<file path="config.mk">
export PLATFORM = sky130hd
export DESIGN_NAME = rotating_server_dispatcher_top_flat
export DESIGN_NICKNAME = d
export VERILOG_FILES = /design/src/rtl/rsd_pkg.sv /design/src/rtl/rsd_if.sv /design/src/rtl/rsd_store.sv /design/src/rtl/rotating_server_dispatcher_top.sv /design/src/flat_wrapper.sv
export SDC_FILE = /design/constraint.sdc
export NUM_CORES = 2
export LEC_CHECK = 0
export BUFFER_PORTS_ARGS = -buffer_cell sky130_fd_sc_hd__buf_2
export CAP_MARGIN = 25
export CORE_ASPECT_RATIO = 0.5
export CORE_UTILIZATION = 53
export CTS_BUF_LIST = sky130_fd_sc_hd__clkbuf_2 sky130_fd_sc_hd__clkbuf_4 sky130_fd_sc_hd__clkbuf_8
export DETAILED_ROUTE_END_ITERATION = 10
export PLACE_DENSITY = 0.69
export SETUP_SLACK_MARGIN = 0.3
export SLEW_MARGIN = 20
export SYNTH_ARGS = -nofsm -noshare
export SYNTH_HDL_FRONTEND = slang
export SYNTH_HIERARCHICAL = 1
export SYNTH_SLANG_ARGS = --single-unit
</file>
<file path="constraint.sdc">
create_clock -name clk -period 14.7 [get_ports clk]
set_input_delay 2.94 -clock clk [delete_from_list [all_inputs] [get_ports clk]]
set_output_delay 2.94 -clock clk [all_outputs]
set_load 0.02 [all_outputs]
</file>
<file path="src/rtl/rsd_pkg.sv">
// Shared types and constants of the rotating server dispatcher.
package rsd_pkg;

  localparam int SRV_ID_W = 6;
  localparam int TIME_W   = 31;
  localparam int END_W    = 32;
  localparam int CNT_W    = 32;
  localparam int CFG_W    = 7;

  localparam logic [CFG_W-1:0] CFG_RESET = 7'd64;

  localparam logic MODE_DISPATCH = 1'b0;
  localparam logic MODE_REPORT   = 1'b1;

  // Access request from the dispatcher control to the server store.
  typedef struct packed {
    logic                rd_en;
    logic [SRV_ID_W-1:0] rd_addr;
    logic                wr_en;
    logic [SRV_ID_W-1:0] wr_addr;
    logic [END_W-1:0]    wr_busy;
    logic [CNT_W-1:0]    wr_count;
  } mem_req_t;

  // Registered read data of the server store.
  typedef struct packed {
    logic [END_W-1:0] busy;
    logic [CNT_W-1:0] count;
  } mem_rsp_t;

endpackage

</file>
<file path="src/rtl/rsd_if.sv">
// Valid/ready channel interfaces for requests and results.
interface rsd_in_if;
  logic                       valid;
  logic                       ready;
  logic                       mode;
  logic [rsd_pkg::TIME_W-1:0] arrival_time;
  logic [rsd_pkg::TIME_W-1:0] load_time;

  modport source (output valid, output mode, output arrival_time, output load_time,
                  input ready);
  modport sink   (input valid, input mode, input arrival_time, input load_time,
                  output ready);
endinterface

interface rsd_out_if;
  logic                         valid;
  logic                         ready;
  logic [rsd_pkg::SRV_ID_W-1:0] server_id;
  logic                         accepted;
  logic [rsd_pkg::CNT_W-1:0]    handled_total;
  logic                         last;

  modport source (output valid, output server_id, output accepted, output handled_total,
                  output last, input ready);
  modport sink   (input valid, input server_id, input accepted, input handled_total,
                  input last, output ready);
endinterface

</file>
<file path="src/rtl/rsd_store.sv">
// Per-server store of end times and handled counts, with reset valid bits.
module rsd_store #(
  parameter int NUM_SERVERS = 64
) (
  input  logic              clk,
  input  logic              rst_n,
  input  rsd_pkg::mem_req_t req,
  output rsd_pkg::mem_rsp_t rsp
);

  localparam int AW = (NUM_SERVERS > 1) ? $clog2(NUM_SERVERS) : 1;

  logic [rsd_pkg::END_W-1:0] busy_mem [NUM_SERVERS];
  logic [rsd_pkg::CNT_W-1:0] cnt_mem  [NUM_SERVERS];
  logic [NUM_SERVERS-1:0]    valid_r;
  logic [rsd_pkg::END_W-1:0] rd_busy_r;
  logic [rsd_pkg::CNT_W-1:0] rd_cnt_r;
  logic                      rd_valid_r;

  always_ff @(posedge clk) begin
    if (req.wr_en) begin
      busy_mem[req.wr_addr[AW-1:0]] <= req.wr_busy;
      cnt_mem[req.wr_addr[AW-1:0]]  <= req.wr_count;
    end
    if (req.rd_en) begin
      rd_busy_r <= busy_mem[req.rd_addr[AW-1:0]];
      rd_cnt_r  <= cnt_mem[req.rd_addr[AW-1:0]];
    end
  end

  // An entry never written since reset reads as zero.
  always_ff @(posedge clk) begin
    if (!rst_n) begin
      valid_r    <= '0;
      rd_valid_r <= 1'b0;
    end else begin
      if (req.wr_en) begin
        valid_r[req.wr_addr[AW-1:0]] <= 1'b1;
      end
      if (req.rd_en) begin
        rd_valid_r <= valid_r[req.rd_addr[AW-1:0]];
      end
    end
  end

  assign rsp.busy  = rd_valid_r ? rd_busy_r : '0;
  assign rsp.count = rd_valid_r ? rd_cnt_r : '0;

endmodule

</file>
<file path="src/rtl/rotating_server_dispatcher_top.sv">
// Top level of the rotating server dispatcher: control sequencer and result register.
//
// A dispatch beat (mode 0) examines the servers' end times one per cycle in rotation order,
// starting at the dispatch request number mod k, and takes the first server that is free
// at the arrival time; the server store has a single read port, which feeds one end time
// per cycle to the compare. A report beat (mode 1) first sweeps the k handled counts at one
// per cycle to find the maximum and the number of servers holding it, then revisits the
// servers in turn, reading and then checking each count, and emits one result beat per
// server that holds the maximum, the final one flagged last. A new beat is taken as soon as
// the previous item has handed its last result to the output register, so one result may
// still wait at the output while the next item runs. The store is empty after reset without
// any clearing pass: a valid bit per server makes an unwritten entry read as zero. The
// servers_in_use register is written through cfg_wr_en and cfg_wr_data; the user must write
// it only while the block is idle, and the block itself does not enforce this. A value of
// zero acts as one and a value above NUM_SERVERS acts as NUM_SERVERS.
module rotating_server_dispatcher_top #(
  parameter int NUM_SERVERS = 64
) (
  input  logic                      clk,
  input  logic                      rst_n,
  rsd_in_if.sink                    in_ch,
  rsd_out_if.source                 out_ch,
  input  logic                      cfg_wr_en,
  input  logic [rsd_pkg::CFG_W-1:0] cfg_wr_data
);

  localparam int AW  = (NUM_SERVERS > 1) ? $clog2(NUM_SERVERS) : 1;
  localparam int CW  = $clog2(NUM_SERVERS + 1);
  localparam int IdW = rsd_pkg::SRV_ID_W;

  typedef enum logic [2:0] {
    ST_IDLE,
    ST_SCAN,
    ST_WRITE,
    ST_DROP,
    ST_MAX,
    ST_LIST_RD,
    ST_LIST_CHK
  } state_t;

  state_t                      state_r;
  logic [rsd_pkg::CFG_W-1:0]   cfg_servers_r;
  logic [CW-1:0]               k_r;
  logic [CW-1:0]               start_r;
  logic [CW-1:0]               iss_r;
  logic [CW-1:0]               hits_r;
  logic [CW-1:0]               seen_r;
  logic [AW-1:0]               rot_r;
  logic [AW-1:0]               pidx_r;
  logic [AW-1:0]               pick_r;
  logic                        pend_r;
  logic [rsd_pkg::TIME_W-1:0]  arr_r;
  logic [rsd_pkg::TIME_W-1:0]  load_r;
  logic [rsd_pkg::CNT_W-1:0]   cnt_r;
  logic [rsd_pkg::CNT_W-1:0]   top_r;

  logic                        out_valid_r;
  logic [IdW-1:0]              out_id_r;
  logic                        out_acc_r;
  logic [rsd_pkg::CNT_W-1:0]   out_total_r;
  logic                        out_last_r;

  logic [CW-1:0]               k_act;
  logic [CW-1:0]               start_c;
  logic [CW:0]                 start_p1;
  logic [AW-1:0]               rot_nxt;
  logic [CW:0]                 scan_sum;
  logic [CW:0]                 scan_wrap;
  logic [AW-1:0]               issue_addr;
  logic                        issue;
  logic                        more;
  logic                        hit;
  logic                        in_fire;
  logic                        out_free;
  logic                        list_last;
  logic [rsd_pkg::CNT_W-1:0]   cnt_inc;

  rsd_pkg::mem_req_t           mem_req;
  rsd_pkg::mem_rsp_t           mem_rsp;

  rsd_store #(
    .NUM_SERVERS (NUM_SERVERS)
  ) u_store (
    .clk   (clk),
    .rst_n (rst_n),
    .req   (mem_req),
    .rsp   (mem_rsp)
  );

  // Effective number of servers, clamped into the supported range.
  always_comb begin
    priority if (cfg_servers_r == '0) begin
      k_act = CW'(1);
    end else if (cfg_servers_r > rsd_pkg::CFG_W'(NUM_SERVERS)) begin
      k_act = CW'(NUM_SERVERS);
    end else begin
      k_act = cfg_servers_r[CW-1:0];
    end
  end

  // The rotation restarts at server zero when k was lowered below it.
  assign start_c  = (CW'(rot_r) < k_act) ? CW'(rot_r) : '0;
  assign start_p1 = {1'b0, start_c} + (CW+1)'(1);
  assign rot_nxt  = (start_p1 >= {1'b0, k_act}) ? '0 : AW'(start_p1);

  // Scan address: start plus offset, wrapped once at k.
  assign scan_sum  = {1'b0, start_r} + {1'b0, iss_r};
  assign scan_wrap = (scan_sum >= {1'b0, k_r}) ? (scan_sum - {1'b0, k_r}) : scan_sum;

  assign in_fire   = in_ch.valid && in_ch.ready;
  assign out_free  = !out_valid_r || out_ch.ready;
  assign more      = iss_r < k_r;
  assign hit       = pend_r && (mem_rsp.busy <= {1'b0, arr_r});
  assign list_last = (seen_r + CW'(1)) == hits_r;
  assign cnt_inc   = (mem_rsp.count == '1) ? mem_rsp.count
                                           : mem_rsp.count + rsd_pkg::CNT_W'(1);

  always_comb begin
    unique case (state_r)
      ST_SCAN:    issue = more && !hit;
      ST_MAX:     issue = more;
      ST_LIST_RD: issue = 1'b1;
      default:    issue = 1'b0;
    endcase
    issue_addr = (state_r == ST_SCAN) ? AW'(scan_wrap) : AW'(iss_r);
  end

  // The write-back happens only after the scan has stopped issuing reads, so a read and a
  // write never meet at the same entry.
  always_comb begin
    mem_req.rd_en    = issue;
    mem_req.rd_addr  = IdW'(issue_addr);
    mem_req.wr_en    = (state_r == ST_WRITE);
    mem_req.wr_addr  = IdW'(pick_r);
    mem_req.wr_busy  = {1'b0, arr_r} + {1'b0, load_r};
    mem_req.wr_count = cnt_r;
  end

  always_ff @(posedge clk) begin
    if (!rst_n) begin
      state_r       <= ST_IDLE;
      cfg_servers_r <= rsd_pkg::CFG_RESET;
      rot_r         <= '0;
      pend_r        <= 1'b0;
      iss_r         <= '0;
      hits_r        <= '0;
      seen_r        <= '0;
      out_valid_r   <= 1'b0;
    end else begin
      if (cfg_wr_en) begin
        cfg_servers_r <= cfg_wr_data;
      end
      if (out_valid_r && out_ch.ready) begin
        out_valid_r <= 1'b0;
      end
      pend_r <= issue;
      if (issue) begin
        pidx_r <= issue_addr;
        iss_r  <= iss_r + CW'(1);
      end

      unique case (state_r)
        ST_IDLE: begin
          if (in_fire) begin
            k_r    <= k_act;
            iss_r  <= '0;
            arr_r  <= in_ch.arrival_time;
            load_r <= in_ch.load_time;
            if (in_ch.mode == rsd_pkg::MODE_REPORT) begin
              top_r   <= '0;
              hits_r  <= '0;
              state_r <= ST_MAX;
            end else begin
              start_r <= start_c;
              rot_r   <= rot_nxt;
              state_r <= ST_SCAN;
            end
          end
        end
        ST_SCAN: begin
          if (hit) begin
            pick_r  <= pidx_r;
            cnt_r   <= cnt_inc;
            state_r <= ST_WRITE;
          end else if (pend_r && !more) begin
            state_r <= ST_DROP;
          end
        end
        ST_WRITE: begin
          if (out_free) begin
            out_valid_r <= 1'b1;
            out_id_r    <= IdW'(pick_r);
            out_acc_r   <= 1'b1;
            out_total_r <= cnt_r;
            out_last_r  <= 1'b1;
            state_r     <= ST_IDLE;
          end
        end
        ST_DROP: begin
          if (out_free) begin
            out_valid_r <= 1'b1;
            out_id_r    <= '0;
            out_acc_r   <= 1'b0;
            out_total_r <= '0;
            out_last_r  <= 1'b1;
            state_r     <= ST_IDLE;
          end
        end
        ST_MAX: begin
          if (pend_r) begin
            if (mem_rsp.count > top_r) begin
              top_r  <= mem_rsp.count;
              hits_r <= CW'(1);
            end else if (mem_rsp.count == top_r) begin
              hits_r <= hits_r + CW'(1);
            end
            if (!more) begin
              iss_r   <= '0;
              seen_r  <= '0;
              state_r <= ST_LIST_RD;
            end
          end
        end
        ST_LIST_RD: begin
          state_r <= ST_LIST_CHK;
        end
        ST_LIST_CHK: begin
          if (mem_rsp.count == top_r) begin
            if (out_free) begin
              out_valid_r <= 1'b1;
              out_id_r    <= IdW'(pidx_r);
              out_acc_r   <= 1'b1;
              out_total_r <= mem_rsp.count;
              out_last_r  <= list_last;
              seen_r      <= seen_r + CW'(1);
              state_r     <= list_last ? ST_IDLE : ST_LIST_RD;
            end
          end else begin
            state_r <= ST_LIST_RD;
          end
        end
        default: begin
          state_r <= ST_IDLE;
        end
      endcase
    end
  end

  assign in_ch.ready          = (state_r == ST_IDLE);
  assign out_ch.valid         = out_valid_r;
  assign out_ch.server_id     = out_id_r;
  assign out_ch.accepted      = out_acc_r;
  assign out_ch.handled_total = out_total_r;
  assign out_ch.last          = out_last_r;

endmodule

</file>
<file path="src/flat_wrapper.sv">
// flat-port wrapper written by rule: the top's interface ports become plain ports
module rotating_server_dispatcher_top_flat 
#(
  parameter int NUM_SERVERS = 64
)
  (clk, rst_n, cfg_wr_en, cfg_wr_data, in_ch_valid, in_ch_mode, in_ch_arrival_time, in_ch_load_time, in_ch_ready, out_ch_valid, out_ch_server_id, out_ch_accepted, out_ch_handled_total, out_ch_last, out_ch_ready);
  rsd_in_if in_ch_i ();
  rsd_out_if out_ch_i ();
  input  logic clk;
  input  logic rst_n;
  input  logic cfg_wr_en;
  input  logic [rsd_pkg::CFG_W-1:0] cfg_wr_data;
  input wire logic [$bits(in_ch_i.valid)-1:0] in_ch_valid;
  input wire logic [$bits(in_ch_i.mode)-1:0] in_ch_mode;
  input wire logic [$bits(in_ch_i.arrival_time)-1:0] in_ch_arrival_time;
  input wire logic [$bits(in_ch_i.load_time)-1:0] in_ch_load_time;
  output wire logic [$bits(in_ch_i.ready)-1:0] in_ch_ready;
  output wire logic [$bits(out_ch_i.valid)-1:0] out_ch_valid;
  output wire logic [$bits(out_ch_i.server_id)-1:0] out_ch_server_id;
  output wire logic [$bits(out_ch_i.accepted)-1:0] out_ch_accepted;
  output wire logic [$bits(out_ch_i.handled_total)-1:0] out_ch_handled_total;
  output wire logic [$bits(out_ch_i.last)-1:0] out_ch_last;
  input wire logic [$bits(out_ch_i.ready)-1:0] out_ch_ready;
  assign in_ch_i.valid = in_ch_valid;
  assign in_ch_i.mode = in_ch_mode;
  assign in_ch_i.arrival_time = in_ch_arrival_time;
  assign in_ch_i.load_time = in_ch_load_time;
  assign in_ch_ready = in_ch_i.ready;
  assign out_ch_valid = out_ch_i.valid;
  assign out_ch_server_id = out_ch_i.server_id;
  assign out_ch_accepted = out_ch_i.accepted;
  assign out_ch_handled_total = out_ch_i.handled_total;
  assign out_ch_last = out_ch_i.last;
  assign out_ch_i.ready = out_ch_ready;
  rotating_server_dispatcher_top #(.NUM_SERVERS(NUM_SERVERS)) u_core (.clk(clk), .rst_n(rst_n), .in_ch(in_ch_i), .out_ch(out_ch_i), .cfg_wr_en(cfg_wr_en), .cfg_wr_data(cfg_wr_data));
endmodule
</file>
==> reports/results.tsv <==
stage	metric	value	unit
outcome	status	completed	
global_routing	grt_pass1_vias	84200	
cts	clock_latency	1.13	ns
cells_and_area	syn_to_final_growth	11.5	%
global_routing	globalRouteTotalUtil	29.1	%
cells_and_area	drive_above_1_share	33.6	%
timing	final-setup-viol-count	0	
synthesis	synthFlopType	edfxtp_1	
synthesis	async_flop_share	0	%
worst_setup_path	regToRegSetupSlack	6.98	ns
power_and_ir_drop	power	0.0335	W
route	drt_iter0_markers	13600	
timing	tightest_slew	1.18	ns
cts	postCtsResizedCells	0	
worst_setup_path	cp_top_family	buffers and inverters	
worst_setup_path	path_cells	ha_1 > fa_1 > a21oi_1 > nor2_1 > nor2_1 > xnor2_1 > ha_1 > a31oi_1 > o21ai_0 > a21o_1 > a221oi_4 > mux2i_1 > o21ai_4 > buf_4 > buf_4 > buf_4 > mux4_2 > mux4_2 > mux4_2	
worst_hold_path	worstHoldEndpoint	u_core/pick_r[3]	
placed_design	routabilityCongestion	0.875	
worst_setup_path	required	15.49	ns
synthesis	yosysWarnings	6	
floorplan	start_util	53.6	%
floorplan	rows	147	
cells_and_area	final_cell_mix	edfxtp_1, mux4_2, clkbuf_8	
route	first_pass_iters	6	
power_and_ir_drop	p_leak	60.1	nW
worst_setup_path	r2r-start	u_core/iss_r[0]	
worst_setup_path	cp_num_buf_inv	3	
cts	hold_buffers	0	
worst_setup_path	crit_path_end_kind	register	
timing	fin_crit_sh	52.5	%
worst_hold_path	hp-start	u_core/pidx_r[3]	
synthesis	avgSynthCellArea	23.4	um^2
worst_hold_path	hp-class	register to register	
cts	root_buffer	clkbuf_8	
cells_and_area	layout_commonest_cell	edfxtp_1	
cts	cts_made_buffers	616	
timing	rsz0062_at_grt	no	
timing	holdWs	0.451	ns
cts	clk_pin_slew	0.06	ns
placed_design	place_hpwl	245000	um
global_routing	antenna_found_initial	15	
flow_run	cap_violations	0	
cells_and_area	final_cell_count_no_fill	12900	
global_routing	grt.overflow.total	0	
cells_and_area	nFillCells	22300	
floorplan	coreArea	0.323	mm^2
floorplan	die_h	406	um
synthesis	synth_edf_count	4351	
cts	cts_tree	yes	
cts	postCtsSetupRepairBufs	0	
worst_setup_path	worstSetupStartpoint	u_core/iss_r[0]	
timing	fmax	130	MHz
worst_hold_path	min_path_cells	0	
global_routing	grt_max_degree	156	
timing	relSlewSlack	21.5	%
synthesis	syn-cell-area	0.173	mm^2
cells_and_area	regArea	0.133	mm^2
timing	layout_min_cycle_time	7.72	ns
cells_and_area	fin_nets	8291	
placed_design	io_buffers	116	
cts	cts_max_path_buffers	4	
timing	tns	0	ns
floorplan	io_pins	117	
cells_and_area	multi_input_area	0.0394	mm^2
synthesis	synth-seq-cells	4455	
timing	fin_ws	6.98	ns
synthesis	yosysSeqAreaShare	76.6	%
power_and_ir_drop	ir_worst_vdd	203	uV
cts	htree_levels	6	
placed_design	placed_cells	11800	
route	via_count	86600	
route	drt-total-wl	481000	um
worst_setup_path	critPathKind	register to register	
worst_setup_path	rr_endpoint	u_core/u_store/rd_busy_r[20]	
global_routing	grt_pass1_wl	661000	um
worst_setup_path	crit_fanout	69	
worst_setup_path	cpPeakStageDelay	0.95	ns
worst_setup_path	worst_setup_path_start_kind	register	
placed_design	preCtsSetupSlack	6.89	ns
timing	slew_violations	0	
synthesis	ys_types	82	
synthesis	syn_nets	7612	
synthesis	netlist_instances	7404	
route	drc	0	
floorplan	die-area	0.329	mm^2
timing	finalClockSkew	0.0826	ns
power_and_ir_drop	p_per_area	173	mW/mm^2
worst_setup_path	ff2ff_path_depth	19	
cts	cts.sinks	4455	
floorplan	die_x	810	um
route	wire_per_inst	37.4	um
worst_setup_path	worst_path_max_delay_cell	buf_4	
worst_setup_path	cp_data_arrival_time	8.50	ns
route	viasPerCell	6.72	
route	antenna_left	0	
timing	finalHoldViolCount	0	
area by class of cell:
type	instances	area share [%]
sequential	4455	68.7
timing repair buffer	419	1.75
antenna	5	0.00648
clock buffer	868	5.47
clock inverter	215	0.652
multi-input combinational	2480	20.4
tap	4321	2.80
inverter	111	0.216
cells in the mapped netlist (all sizes together) (5+ instances only):
library cell | instances | area share [%]
edfxtp | 4351 | 75
mux4 | 1356 | 18
clkbuf | 205 | 0.44
buf | 153 | 0.45
nor2 | 142 | 0.31
ha | 130 | 0.94
inv | 111 | 0.24
dfxtp | 104 | 1.2
a21oi | 93 | 0.27
nand2 | 93 | 0.21
and2 | 73 | 0.26
o21a | 73 | 0.32
xnor2 | 64 | 0.32
and3 | 43 | 0.16
o21ai | 40 | 0.12
nand3 | 39 | 0.11
a22o | 37 | 0.19
a21o | 35 | 0.15
nand4 | 26 | 0.094
mux2i | 24 | 0.14
xor2 | 23 | 0.12
nor3 | 21 | 0.064
nand2b | 20 | 0.072
nor2b | 14 | 0.051
o211ai | 11 | 0.048
o21bai | 9 | 0.039
a211oi | 8 | 0.035
a31oi | 6 | 0.025
nor4 | 6 | 0.038
o31ai | 6 | 0.026
or2 | 6 | 0.022
a2111oi | 5 | 0.047
a21boi | 5 | 0.022
a22oi | 5 | 0.022
nand3b | 5 | 0.022
o22ai | 5 | 0.018
or3 | 5 | 0.018
registers in the layout, indices dropped and copies added (netlist names), 32 cells and up:
register / count
u_core/u_store/busy_mem: 2048
u_core/out_ch.handled_total: 32
u_core/u_store/rd_cnt_r: 32
u_core/u_store/rd_busy_r: 32
u_core/top_r: 32
u_core/u_store/valid_r: 64
u_core/u_store/cnt_mem: 2048
u_core/cnt_r: 32
per-layer routing:
layer | vias up | routed length (um) | track usage (%)
met1 | 46300 | 179000 | 42.8
li1 | 33000 | - | -
met2 | 6221 | 216000 | 43.3
met4 | 4 | 20300 | 11.0
met3 | 1027 | 65100 | 6.75
met5 | - | 27 | 0.0438
worst reg2reg max path, delay by kind of cell, from the launching register on:
kind	cells	cell delay [ns]
simple gates	2	0.22
compound gates	6	1.35
buf+inv	3	2.62
mux	4	1.72
fa+ha+maj	3	0.96
flops	1	0.39
xor+xnor	1	0.17
cells by family (layout without fill, tap and decap cells):
logic type,count (synthesis),count (layout),synth area share (%)
mux,1383,1383,17.8
buf+inv,469,1613,1.13
xor+xnor,87,87,0.440
flops,4455,4455,76.6
fa+ha+maj,133,133,0.974
compound gates,370,370,1.51
simple gates,507,507,1.51
other cells,0,5,0
power by group:
group          total (W)  switching, W  internal, W
Combinational    0.00882       0.00454      0.00428
Clock            0.00946       0.00467      0.00479
Sequential        0.0152      0.000162       0.0150
stage by stage:
| stage | util [%] | area, um^2 |
|---|---|---|
| after floorplan | - | 173000 |
| after global routing | 59.8 | 193000 |
| after detailed placement | 56.1 | 181000 |
| final | 59.8 | 193000 |
| after global placement | 56.0 | 181000 |
| after CTS | 59.8 | 193000 |
worst max path at each step:
| stage | endpoint | slack, ns | cells after the start |
|---|---|---|---|
| detailed placement | u_core/u_store/rd_busy_r[22] | 6.89 | 19 |
| finish | u_core/u_store/rd_busy_r[20] | 6.98 | 19 |
| global placement | u_core/u_store/rd_busy_r[22] | 6.85 | 19 |
| floorplan | u_core/arr_r[0] | 7.93 | 4 |
| global route | u_core/u_store/rd_busy_r[20] | 6.40 | 19 |
| CTS | u_core/u_store/rd_busy_r[22] | 6.86 | 19 |
(Power assumes the default switching activity.)
